### src/rtl/core/jq_pkg.sv
// Package for the job queue: word types, command and status codes, FSM states.
`default_nettype none

package jq_pkg;

    // Field widths fixed by the word formats
    localparam int ID_W     = 16;
    localparam int DOC_W    = 16;
    localparam int STATUS_W = 3;
    localparam int OCC_W    = 5;
    localparam int ENTRY_W  = ID_W + DOC_W;

    // Default queue depth
    localparam int DEPTH_DEF = 16;

    // Command codes
    localparam logic [1:0] CMD_INSERT  = 2'd0;
    localparam logic [1:0] CMD_SEARCH  = 2'd1;
    localparam logic [1:0] CMD_CANCEL  = 2'd2;
    localparam logic [1:0] CMD_PROCESS = 2'd3;

    // Status codes
    localparam logic [STATUS_W-1:0] ST_OK       = 3'd0;
    localparam logic [STATUS_W-1:0] ST_DUP      = 3'd1;
    localparam logic [STATUS_W-1:0] ST_NOTFOUND = 3'd2;
    localparam logic [STATUS_W-1:0] ST_EMPTY    = 3'd3;
    localparam logic [STATUS_W-1:0] ST_FULL     = 3'd4;

    typedef struct packed {
        logic [1:0]       cmd;
        logic [ID_W-1:0]  job_id;
        logic [DOC_W-1:0] doc_handle;
        logic             high_priority;
    } t_in_word;

    typedef struct packed {
        logic [STATUS_W-1:0] status;
        logic                found;
        logic [ID_W-1:0]     head_id;
        logic [DOC_W-1:0]    head_doc;
        logic [OCC_W-1:0]    occupancy;
    } t_out_word;

    typedef enum logic [2:0] {
        S_IDLE,
        S_SCAN,
        S_SHIFT,
        S_POP_RD,
        S_POP,
        S_DONE
    } t_state;

endpackage

`default_nettype wire

### src/rtl/core/two_level_job_queue_top.sv
// Two-priority job queue with search and cancel, kept in a circular buffer RAM.
//
// Usage:
//   Input channel (i_in_valid / o_in_ready / i_in_word) takes one command word:
//   insert, search, cancel or process head. Output channel (o_out_valid /
//   i_out_ready / o_out_word) returns exactly one result word per command.
//   Jobs live in one RAM used as a ring: a high-priority insert writes just
//   ahead of the head pointer, a normal insert just past the tail.
// Command handling:
//   process head reads the head entry; search and insert scan the queued
//   jobs; cancel scans for the job, then moves each job behind the
//   cancelled one forward to close the gap. With the single RAM read port,
//   lookup and gap closing walk the ring one entry per cycle.
//   One command is worked on at a time; o_in_ready is high only when idle.
// Reset: synchronous, active low; empties the queue. RAM contents are not
//   cleared, only entries below the job count are ever read.
// Stall: a finished result waits in the output register; the next command is
//   accepted meanwhile, and its own result waits until that register frees.
`default_nettype none

module two_level_job_queue_top
    import jq_pkg::*;
#(
    parameter int DEPTH = DEPTH_DEF
) (
    input  wire logic      i_clk,
    input  wire logic      i_rst_n,
    input  wire logic      i_in_valid,
    output logic           o_in_ready,
    input  wire t_in_word  i_in_word,
    output logic           o_out_valid,
    input  wire logic      i_out_ready,
    output t_out_word      o_out_word
);

    localparam int PW = (DEPTH > 1) ? $clog2(DEPTH) : 1;
    localparam int CW = $clog2(DEPTH + 1);

    t_state          r_state, n_state;
    logic [PW-1:0]   r_head, n_head;
    logic [CW-1:0]   r_count, n_count;
    t_in_word        r_item, n_item;
    logic [CW-1:0]   r_idx, n_idx;
    logic            r_pend, n_pend;
    logic [CW-1:0]   r_pend_idx, n_pend_idx;
    t_out_word       r_res, n_res;
    logic            r_out_valid;
    t_out_word       r_out_word;

    logic                mem_we;
    logic [PW-1:0]       mem_waddr;
    logic [ENTRY_W-1:0]  mem_wdata;
    logic [PW-1:0]       mem_raddr;
    logic [ENTRY_W-1:0]  mem_rdata;
    logic                out_load;
    logic                hit;

    // Logical position to ring address
    function automatic logic [PW-1:0] f_phys(input logic [PW-1:0] head,
                                             input logic [CW-1:0] pos);
        logic [CW:0] s;
        s = (CW+1)'(head) + (CW+1)'(pos);
        if (s >= (CW+1)'(DEPTH)) begin
            s = s - (CW+1)'(DEPTH);
        end
        return s[PW-1:0];
    endfunction

    jq_ram #(
        .WIDTH (ENTRY_W),
        .DEPTH (DEPTH)
    ) u_ram (
        .i_clk     (i_clk),
        .i_wr_en   (mem_we),
        .i_wr_addr (mem_waddr),
        .i_wr_data (mem_wdata),
        .i_rd_addr (mem_raddr),
        .o_rd_data (mem_rdata)
    );

    // Control registers
    always_ff @(posedge i_clk) begin
        if (!i_rst_n) begin
            r_state     <= S_IDLE;
            r_head      <= '0;
            r_count     <= '0;
            r_pend      <= 1'b0;
            r_out_valid <= 1'b0;
        end else begin
            r_state <= n_state;
            r_head  <= n_head;
            r_count <= n_count;
            r_pend  <= n_pend;
            if (out_load) begin
                r_out_valid <= 1'b1;
            end else if (i_out_ready) begin
                r_out_valid <= 1'b0;
            end
        end
    end

    // Payload registers
    always_ff @(posedge i_clk) begin
        r_item     <= n_item;
        r_idx      <= n_idx;
        r_pend_idx <= n_pend_idx;
        r_res      <= n_res;
        if (out_load) begin
            r_out_word <= {r_res.status, r_res.found, r_res.head_id, r_res.head_doc,
                           OCC_W'(r_count)};
        end
    end

    assign hit = r_pend && (mem_rdata[ENTRY_W-1 -: ID_W] == r_item.job_id);

    // Next state, RAM access and result
    always_comb begin
        n_state    = r_state;
        n_head     = r_head;
        n_count    = r_count;
        n_item     = r_item;
        n_idx      = r_idx;
        n_pend     = 1'b0;
        n_pend_idx = r_pend_idx;
        n_res      = r_res;
        mem_we     = 1'b0;
        mem_waddr  = f_phys(r_head, r_count);
        mem_wdata  = {r_item.job_id, r_item.doc_handle};
        mem_raddr  = f_phys(r_head, r_idx);
        o_in_ready = 1'b0;
        out_load   = 1'b0;

        unique case (r_state)
            S_IDLE: begin
                o_in_ready = 1'b1;
                if (i_in_valid) begin
                    n_item = i_in_word;
                    n_idx  = '0;
                    n_res  = '0;
                    if (i_in_word.cmd == CMD_PROCESS) begin
                        if (r_count == '0) begin
                            n_res.status = ST_EMPTY;
                            n_state      = S_DONE;
                        end else begin
                            n_state = S_POP_RD;
                        end
                    end else begin
                        n_state = S_SCAN;
                    end
                end
            end

            S_POP_RD: begin
                mem_raddr = r_head;
                n_state   = S_POP;
            end

            S_POP: begin
                n_res.head_id  = mem_rdata[ENTRY_W-1 -: ID_W];
                n_res.head_doc = mem_rdata[DOC_W-1:0];
                n_head  = (r_head == PW'(DEPTH - 1)) ? '0 : r_head + 1'b1;
                n_count = r_count - 1'b1;
                n_state = S_DONE;
            end

            S_SCAN: begin
                // issue next read, compare the one in flight
                if (r_idx < r_count) begin
                    n_pend     = 1'b1;
                    n_pend_idx = r_idx;
                    n_idx      = r_idx + 1'b1;
                end
                if (hit) begin
                    n_pend = 1'b0;
                    priority case (r_item.cmd)
                        CMD_INSERT: begin
                            n_res.status = ST_DUP;
                            n_state      = S_DONE;
                        end
                        CMD_CANCEL: begin
                            n_idx   = r_pend_idx + 1'b1;
                            n_state = S_SHIFT;
                        end
                        default: begin
                            n_res.found = 1'b1;
                            n_state     = S_DONE;
                        end
                    endcase
                end else if (!r_pend && (r_idx >= r_count)) begin
                    n_state = S_DONE;
                    priority case (r_item.cmd)
                        CMD_INSERT: begin
                            if (r_count == CW'(DEPTH)) begin
                                n_res.status = ST_FULL;
                            end else begin
                                mem_we  = 1'b1;
                                n_count = r_count + 1'b1;
                                if (r_item.high_priority) begin
                                    n_head = (r_head == '0) ? PW'(DEPTH - 1)
                                                            : r_head - 1'b1;
                                    mem_waddr = n_head;
                                end
                            end
                        end
                        CMD_CANCEL: begin
                            n_res.status = ST_NOTFOUND;
                        end
                        default: begin
                            n_res.found = 1'b0;
                        end
                    endcase
                end
            end

            S_SHIFT: begin
                // read entry k, write it back to k-1 when the registered read data returns
                mem_waddr = f_phys(r_head, r_pend_idx - 1'b1);
                mem_wdata = mem_rdata;
                mem_we    = r_pend;
                if (r_idx < r_count) begin
                    n_pend     = 1'b1;
                    n_pend_idx = r_idx;
                    n_idx      = r_idx + 1'b1;
                end else if (!r_pend) begin
                    n_count = r_count - 1'b1;
                    n_state = S_DONE;
                end
            end

            S_DONE: begin
                if (!r_out_valid || i_out_ready) begin
                    out_load = 1'b1;
                    n_state  = S_IDLE;
                end
            end

            default: begin
                n_state = S_IDLE;
            end
        endcase
    end

    assign o_out_valid = r_out_valid;
    assign o_out_word  = r_out_word;

    // Checks
    a_count_max: assert property (@(posedge i_clk) disable iff (!i_rst_n)
        r_count <= CW'(DEPTH))
        else $error("job count above depth");

    a_write_state: assert property (@(posedge i_clk) disable iff (!i_rst_n)
        mem_we |-> (r_state == S_SCAN || r_state == S_SHIFT))
        else $error("RAM write outside insert or shift");

    a_pop_count: assert property (@(posedge i_clk) disable iff (!i_rst_n)
        (r_state == S_POP) |=> (r_count == $past(r_count) - 1'b1))
        else $error("pop did not reduce job count");

    a_empty_occ: assert property (@(posedge i_clk) disable iff (!i_rst_n)
        (o_out_valid && o_out_word.status == ST_EMPTY) |->
            (o_out_word.occupancy == '0))
        else $error("empty status with jobs queued");

endmodule

`default_nettype wire

### src/rtl/core/jq_ram.sv
// Generic simple dual-port RAM: one write port, one read port with registered data.
`default_nettype none

module jq_ram #(
    parameter  int WIDTH = 32,
    parameter  int DEPTH = 16,
    localparam int AW    = (DEPTH > 1) ? $clog2(DEPTH) : 1
) (
    input  wire logic             i_clk,
    input  wire logic             i_wr_en,
    input  wire logic [AW-1:0]    i_wr_addr,
    input  wire logic [WIDTH-1:0] i_wr_data,
    input  wire logic [AW-1:0]    i_rd_addr,
    output logic      [WIDTH-1:0] o_rd_data
);

    logic [WIDTH-1:0] r_mem [DEPTH];

    // Write port
    always_ff @(posedge i_clk) begin
        if (i_wr_en) begin
            r_mem[i_wr_addr] <= i_wr_data;
        end
    end

    // Registered read
    always_ff @(posedge i_clk) begin
        o_rd_data <= r_mem[i_rd_addr];
    end

endmodule

`default_nettype wire
### config.mk
export PLATFORM = sky130hd
export DESIGN_NAME = two_level_job_queue_top
export DESIGN_NICKNAME = d
export VERILOG_FILES = /design/src/rtl/core/jq_pkg.sv /design/src/rtl/core/two_level_job_queue_top.sv /design/src/rtl/core/jq_ram.sv
export SDC_FILE = /design/constraint.sdc
export NUM_CORES = 1
export LEC_CHECK = 0
export BUFFER_PORTS_ARGS = -buffer_cell sky130_fd_sc_hd__buf_2
export CAP_MARGIN = 20
export CORE_ASPECT_RATIO = 0.5
export CORE_UTILIZATION = 48
export CTS_CLUSTER_SIZE = 8
export DETAILED_ROUTE_END_ITERATION = 12
export SYNTH_ARGS = -nofsm -noshare
export SYNTH_HDL_FRONTEND = slang
export SYNTH_HIERARCHICAL = 1
export SYNTH_SLANG_ARGS = --single-unit
### constraint.sdc
create_clock -name i_clk -period 7.2 [get_ports i_clk]
set_clock_uncertainty 0.05 [all_clocks]
set_input_delay 0.36 -clock i_clk [delete_from_list [all_inputs] [get_ports i_clk]]
set_output_delay 0.36 -clock i_clk [all_outputs]
set_load 0.02 [all_outputs]
==> results of run 1 <==
layer usage:
metal | up-vias | GRT usage (%) | wire, µm
li1 | 5996 | - | -
met1 | 7272 | 33.57 | 28070
met2 | 517 | 31.66 | 26690
met3 | 77 | 4.907 | 4314
met4 | 0 | 5.006 | 780
met5 | - | 0 | 0
layout by cell type (no fill, tap or decap), types with 15 or more instances in the layout:
cell           instances
clkbuf_16             95
dlygate4sd3_1         35
buf_4                 19
nand2_1              149
dfxtp_1               45
inv_1                 19
o21ai_0               15
edfxtp_1             634
buf_2                 81
a22oi_1               64
nand3_1               15
a21oi_1               21
xnor2_1               31
mux4_2               128
clkbuf_1              75
ha_1                  22
and3_1                41
flip-flops by register name, indices dropped and copies added (netlist names):
signal           flops
r_item              35
r_idx                5
u_ram/o_rd_data     32
r_state              3
r_res               36
o_out_word          41
o_out_valid          1
r_head               4
r_pend_idx           5
r_count              5
r_pend               1
u_ram/r_mem        512
power by group:
group	total (W)	leakage, nW	internal, W	switching (W)
Sequential	0.00539	6.15	0.00510	0.000292
Combinational	0.00477	3.00	0.00197	0.00280
Clock	0.00411	1.31	0.00249	0.00162
Total	0.0143	10.5	0.00955	0.00472
kinds of logic after synthesis:
kind of cell	Yosys count	synth area share, %
multiplexers	133	11.09
adder cells (fa/ha/maj)	26	1.343
XOR/XNOR	39	1.291
buffers and inverters	90	1.626
AND/OR/NAND/NOR	284	5.040
flip-flops	680	75.42
AO/OA/AOI/OAI	152	4.198
layout make-up:
class,instances,area (µm²),area share [%]
sequential,680,19960,64.19
multi-input combinational,634,6254,20.11
clock buffer,170,2659,8.551
timing repair buffer,143,1089,3.501
tap,744,930.9,2.994
clock inverter,6,125.1,0.4024
inverter,20,76.32,0.2455
path summary, 6_finish.rpt:
check / end / from / slack (ns)
max: u_ram/r_mem[11][30]$_DFFE_PP_ / r_state[2]$_SDFFE_PN0P_ / 2.63
min: o_out_valid$_SDFFE_PN0P_ / i_out_ready / 0.05
max reg2reg: u_ram/r_mem[11][30]$_DFFE_PP_ / r_state[2]$_SDFFE_PN0P_ / 2.63
min reg2reg: o_out_word[38]$_DFFE_PP_ / r_res[38]$_DFFE_PP_ / 0.36
per-stage QoR:
stage	total power (W)	cell area, µm²	instances	util [%]
global route	0.01493	31090	2397	57.45
finish	0.01427	31090	2397	57.45
global placement	0.01018	27810	2180	51.38
CTS	0.01438	31030	2394	57.32
detailed placement	0.01022	27890	2183	51.53
floorplan	0.008867	26470	1404	-
worst reg2reg max path: stages (launching register included):
cell,delay [ns]
dfxtp_2,0.99
or2b_4,0.32
or2_2,0.74
nand3_1,0.15
o211ai_1,0.40
nand2_1,0.44
nor2_4,0.69
buf_4,0.46
==> results.tsv, run 1 <==
stage	metric	value	unit
synth	synth_commonest_cells	edfxtp_1 (634), nand2_1 (149), mux4_2 (128)	
clock_tree	htreeDepth	3	
synth	ys_async_sr_fraction	0	%
global_route	grt_antenna_before_repair	1	
critical_path	worstSetupPathType	register to register	
critical_path	crit_buf_inv	1	
routing	viasPerCell	5.783	
clock_tree	clkTransAtPathRegs	0.05	ns
clock_tree	cts_tree	yes	
synth	yosysSeqAreaShare	75.42	%
cells_and_area	final_layout_size_suffix_gt1_share	23.23	%
floorplan	die_h	168.0	µm
critical_path	reg2reg_depth	7	
cells_and_area	nets	1638	
synth	syn_avg_cell_area	18.85	µm²
floorplan	rows	60	
floorplan	coreArea	54130	µm²
sta	tns	0	ns
synth	syn-instance-count	1404	
floorplan	fp.dieW	334.1	µm
clock_tree	cts_resized	0	
placement	port_buffers	81	
cells_and_area	fillers	4026	
clock_tree	post_cts_buffers	0	
sta	timing.hold.ws	0.05203	ns
min_path	worst_hold_path_type	primary input to register	
sta	fin_ws	2.629	ns
floorplan	die_area	56140	µm²
clock_tree	cts_buffers	94	
routing	wl_per_cell	24.97	µm
floorplan	initial_core_util	48.90	%
synth	yosysTopAreaCell	edfxtp_1	
critical_path	start_kind	register	
critical_path	crit_family	simple AND/OR/NAND/NOR gates	
routing	drt.antenna.violating_nets	0	
floorplan	io_pins	82	
synth	yosysWarnings	6	
sta	tightestPinTransition	1.098	ns
pwr	max-vdd-ir-drop	0.4775	mV
critical_path	slowest_delay	0.99	ns
pwr	p_per_area	458.9	nW/µm²
synth	yosysMostFrequentCell	edfxtp_1	
critical_path	critPathSlowestCell	dfxtp_2	
sta	fin_crit_sh	63.49	%
routing	drtIter0Drc	1177	
global_route	grt_overflow	0	
critical_path	endpoint_kind	register	
sta	maxSlewHeadroom	26.59	%
clock_tree	clock_latency	0.63	ns
sta	rsz0062_at_grt	no	
placement	dpl_worst_slack	2.596	ns
synth	ys_types	69	
synth	synth_area_leaders	edfxtp_1 (72%), mux4_2 (11%), dfxtp_1 (3.5%)	
critical_path	cp_num_cells	7	
critical_path	path_cells	or2b_4 > or2_2 > nand3_1 > o211ai_1 > nand2_1 > nor2_4 > buf_4	
critical_path	worstPathRequired	7.45	ns
global_route	grt_pass1_vias	13970	
job	maxCapViolCount	0	
cells_and_area	area_growth	17.49	%
routing	routed_wirelength	59850	µm
synth	synthFlopType	edfxtp_1	
clock_tree	root_buffer	clkbuf_16	
clock_tree	ctsLongestPathBuffers	3	
synth	synth_fp_nets	1469	
global_route	grt_usage	21.77	%
sta	fmax	218.7	MHz
pwr	p_leak	10.46	nW
synth	synth_top_area_share	71.94	%
routing	num_vias	13860	
sta	min_period	4.571	ns
critical_path	cp_max_fo	47	
synth	synthesis.area	26470	µm²
status	status	complete, no violations	
sta	hold_violations	0	
synth	synth-edff-count	634	
clock_tree	postCtsHoldBufs	35	
clock_tree	clock_sinks	680	
critical_path	cp.arrival	4.82	ns
min_path	hold_path_depth	4	
routing	first_pass_iters	5	
routing	drc	0	
synth	ys_ff_latch	680	
global_route	grt_max_degree	129	
sta	setup_violations	0	
global_route	grt_pass1_wl	89400	µm
placement	gp_congestion	0.8624	
placement	hpwl	35460	µm
cells_and_area	diodes	0	
sta	slew_violations	0	
No activity file was read; power rests on OpenSTA's default activity.
==> run 2, diff against run 1 <==
- clock period: 7.2 -> 4.25 ns (I/O delays scaled with it)
==> run 2 against run 1 <==
Effect of this change:
- clock power is 68% higher
- combinational power up 79%
- wire length rose by 1.7%
- worst setup slack got worse by 2.4 ns
- critical endpoint is now u_ram/r_mem[11][31]$_DFFE_PP_
- largest cell class unchanged
- largest power group unchanged
==> results.tsv, run 2 (synthesis gave the netlist of run 1 again) <==
stage	metric	value	unit
status	status	complete, no violations	
clock_tree	htreeDepth	3	
cells_and_area	largest_register	u_ram/r_mem	
routing	num_vias	13870	
sta	maxSlewHeadroom	23.28	%
routing	drtIter0Drc	1312	
pwr	p_per_area	781.7	nW/µm²
global_route	grt_overflow	0	
global_route	grt_antenna_before_repair	0	
critical_path	worstSetupPathType	register to register	
routing	first_pass_iters	7	
sta	fin_ws	0.2756	ns
sta	slew_violations	0	
cells_and_area	fillers	4058	
floorplan	coreArea	54130	µm²
placement	place_inst	2213	
global_route	grtUsageMet2	32.88	%
critical_path	r2r_setup_slack	0.28	ns
global_route	grt_usage	22.12	%
routing	viasPerCell	5.721	
floorplan	io_pins	82	
clock_tree	clkTransAtPathRegs	0.06	ns
global_route	met3_usage	5.932	%
floorplan	die_area	56140	µm²
global_route	grt_pass1_vias	14280	
routing	drc	0	
placement	dpl_worst_slack	0.3119	ns
critical_path	endpoint_kind	register	
pwr	p_leak	10.59	nW
global_route	grt_max_degree	47	
global_route	grt_pass1_wl	90990	µm
sta	min_period	3.974	ns
cells_and_area	mostFrequentLayoutCells	edfxtp_1 (634), nand2_1 (149), mux4_2 (128)	
critical_path	cp_max_fo	17	
cells_and_area	area_growth	18.47	%
floorplan	fp.dieW	334.1	µm
cells_and_area	fin_cells	2425	
sta	fin_crit_sh	93.52	%
cells_and_area	final_layout_size_suffix_gt1_share	24.48	%
sta	tns	0	ns
sta	timing.hold.ws	0.1824	ns
clock_tree	clock_latency	0.63	ns
routing	wl_per_cell	25.11	µm
global_route	gr-usage-met1	32.57	%
clock_tree	cts_tree	yes	
min_path	worst_hold_path_type	primary input to register	
placement	hpwl	36920	µm
global_route	grt_most_used_layer	met2	
critical_path	cp.arrival	4.20	ns
cells_and_area	layout_commonest_cell	edfxtp_1	
placement	gp_congestion	0.8503	
routing	drt.antenna.violating_nets	0	
clock_tree	clock_sinks	680	
floorplan	rows	60	
clock_tree	root_buffer	clkbuf_16	
placement	port_buffers	81	
routing	routed_wirelength	60880	µm
clock_tree	ctsLongestPathBuffers	3	
job	maxCapViolCount	0	
clock_tree	cts_buffers	94	
sta	tightestPinTransition	1.146	ns
floorplan	die_h	168.0	µm
floorplan	initial_core_util	48.90	%
critical_path	start_kind	register	
cells_and_area	final_util	57.93	%
cells_and_area	largest_reg_flops	512	
sta	fmax	251.6	MHz
critical_path	worstPathRequired	4.47	ns
sta	rsz0062_at_grt	no	
sta	hold_violations	0	
cells_and_area	nets	1668	
sta	setup_violations	0	
pwr	max-vdd-ir-drop	0.4508	mV
-- run 2: cell type report --
| class | count | area, µm² | share of cell area (%) |
|---|---|---|---|
| sequential | 680 | 19960 | 63.66 |
| multi-input combinational | 634 | 6272 | 20.00 |
| clock buffer | 166 | 2623 | 8.364 |
| timing repair buffer | 173 | 1351 | 4.310 |
| tap | 744 | 930.9 | 2.969 |
| clock inverter | 6 | 135.1 | 0.4310 |
| inverter | 20 | 76.32 | 0.2434 |
| antenna | 2 | 5.005 | 0.01596 |
-- run 2: timing repair --
item,in CTS,in global routing
resized for setup,0,0
hold buffers,37,0
buffers inserted,0,0
endpoints found under the hold margin,41,0
-- run 2: worst max-delay path, cell delays in order (launching register included) --
cell and delay [ns]:
dfxtp_1 0.44, inv_1 0.11, ha_1 0.36, nand3_1 0.11
o21ai_2 0.29, nand3_2 0.23, o211ai_1 0.97, nand2_1 0.49
nor2_4 0.20, buf_4 0.35
-- run 2: path summary, 6_finish.rpt --
check                     startpoint                       endpoint  depth (start not counted)
min reg2reg   r_res[8]$_SDFFCE_PN0P_        o_out_word[8]$_DFFE_PP_                          0
max          r_count[4]$_SDFFE_PN0P_  u_ram/r_mem[11][31]$_DFFE_PP_                          9
min                       i_in_valid             r_idx[1]$_DFFE_PP_                          2
max reg2reg  r_count[4]$_SDFFE_PN0P_  u_ram/r_mem[11][31]$_DFFE_PP_                          9
-- run 2: report_power, final --
part           switching [W]  internal (W)
clock network        0.00276       0.00416
logic                0.00499       0.00354
registers           0.000426       0.00864
-- run 2: metal layers --
metal / share of wire [%] / vias to the layer above / wire length [µm]
met3: 7.6 / 74 / 4651
met4: 1.5 / 0 / 932
li1: - / 6045 / -
met2: 45 / 494 / 27390
met5: 0 / - / 0
met1: 46 / 7260 / 27910
-- run 2: through the flow --
step | cell area [µm²] | power [W]
finish | 31350 | 0.02451
global route | 31350 | 0.02567
CTS | 31330 | 0.02471
detailed placement | 28200 | 0.01772
global placement | 28200 | 0.01764
floorplan | 26480 | 0.01503
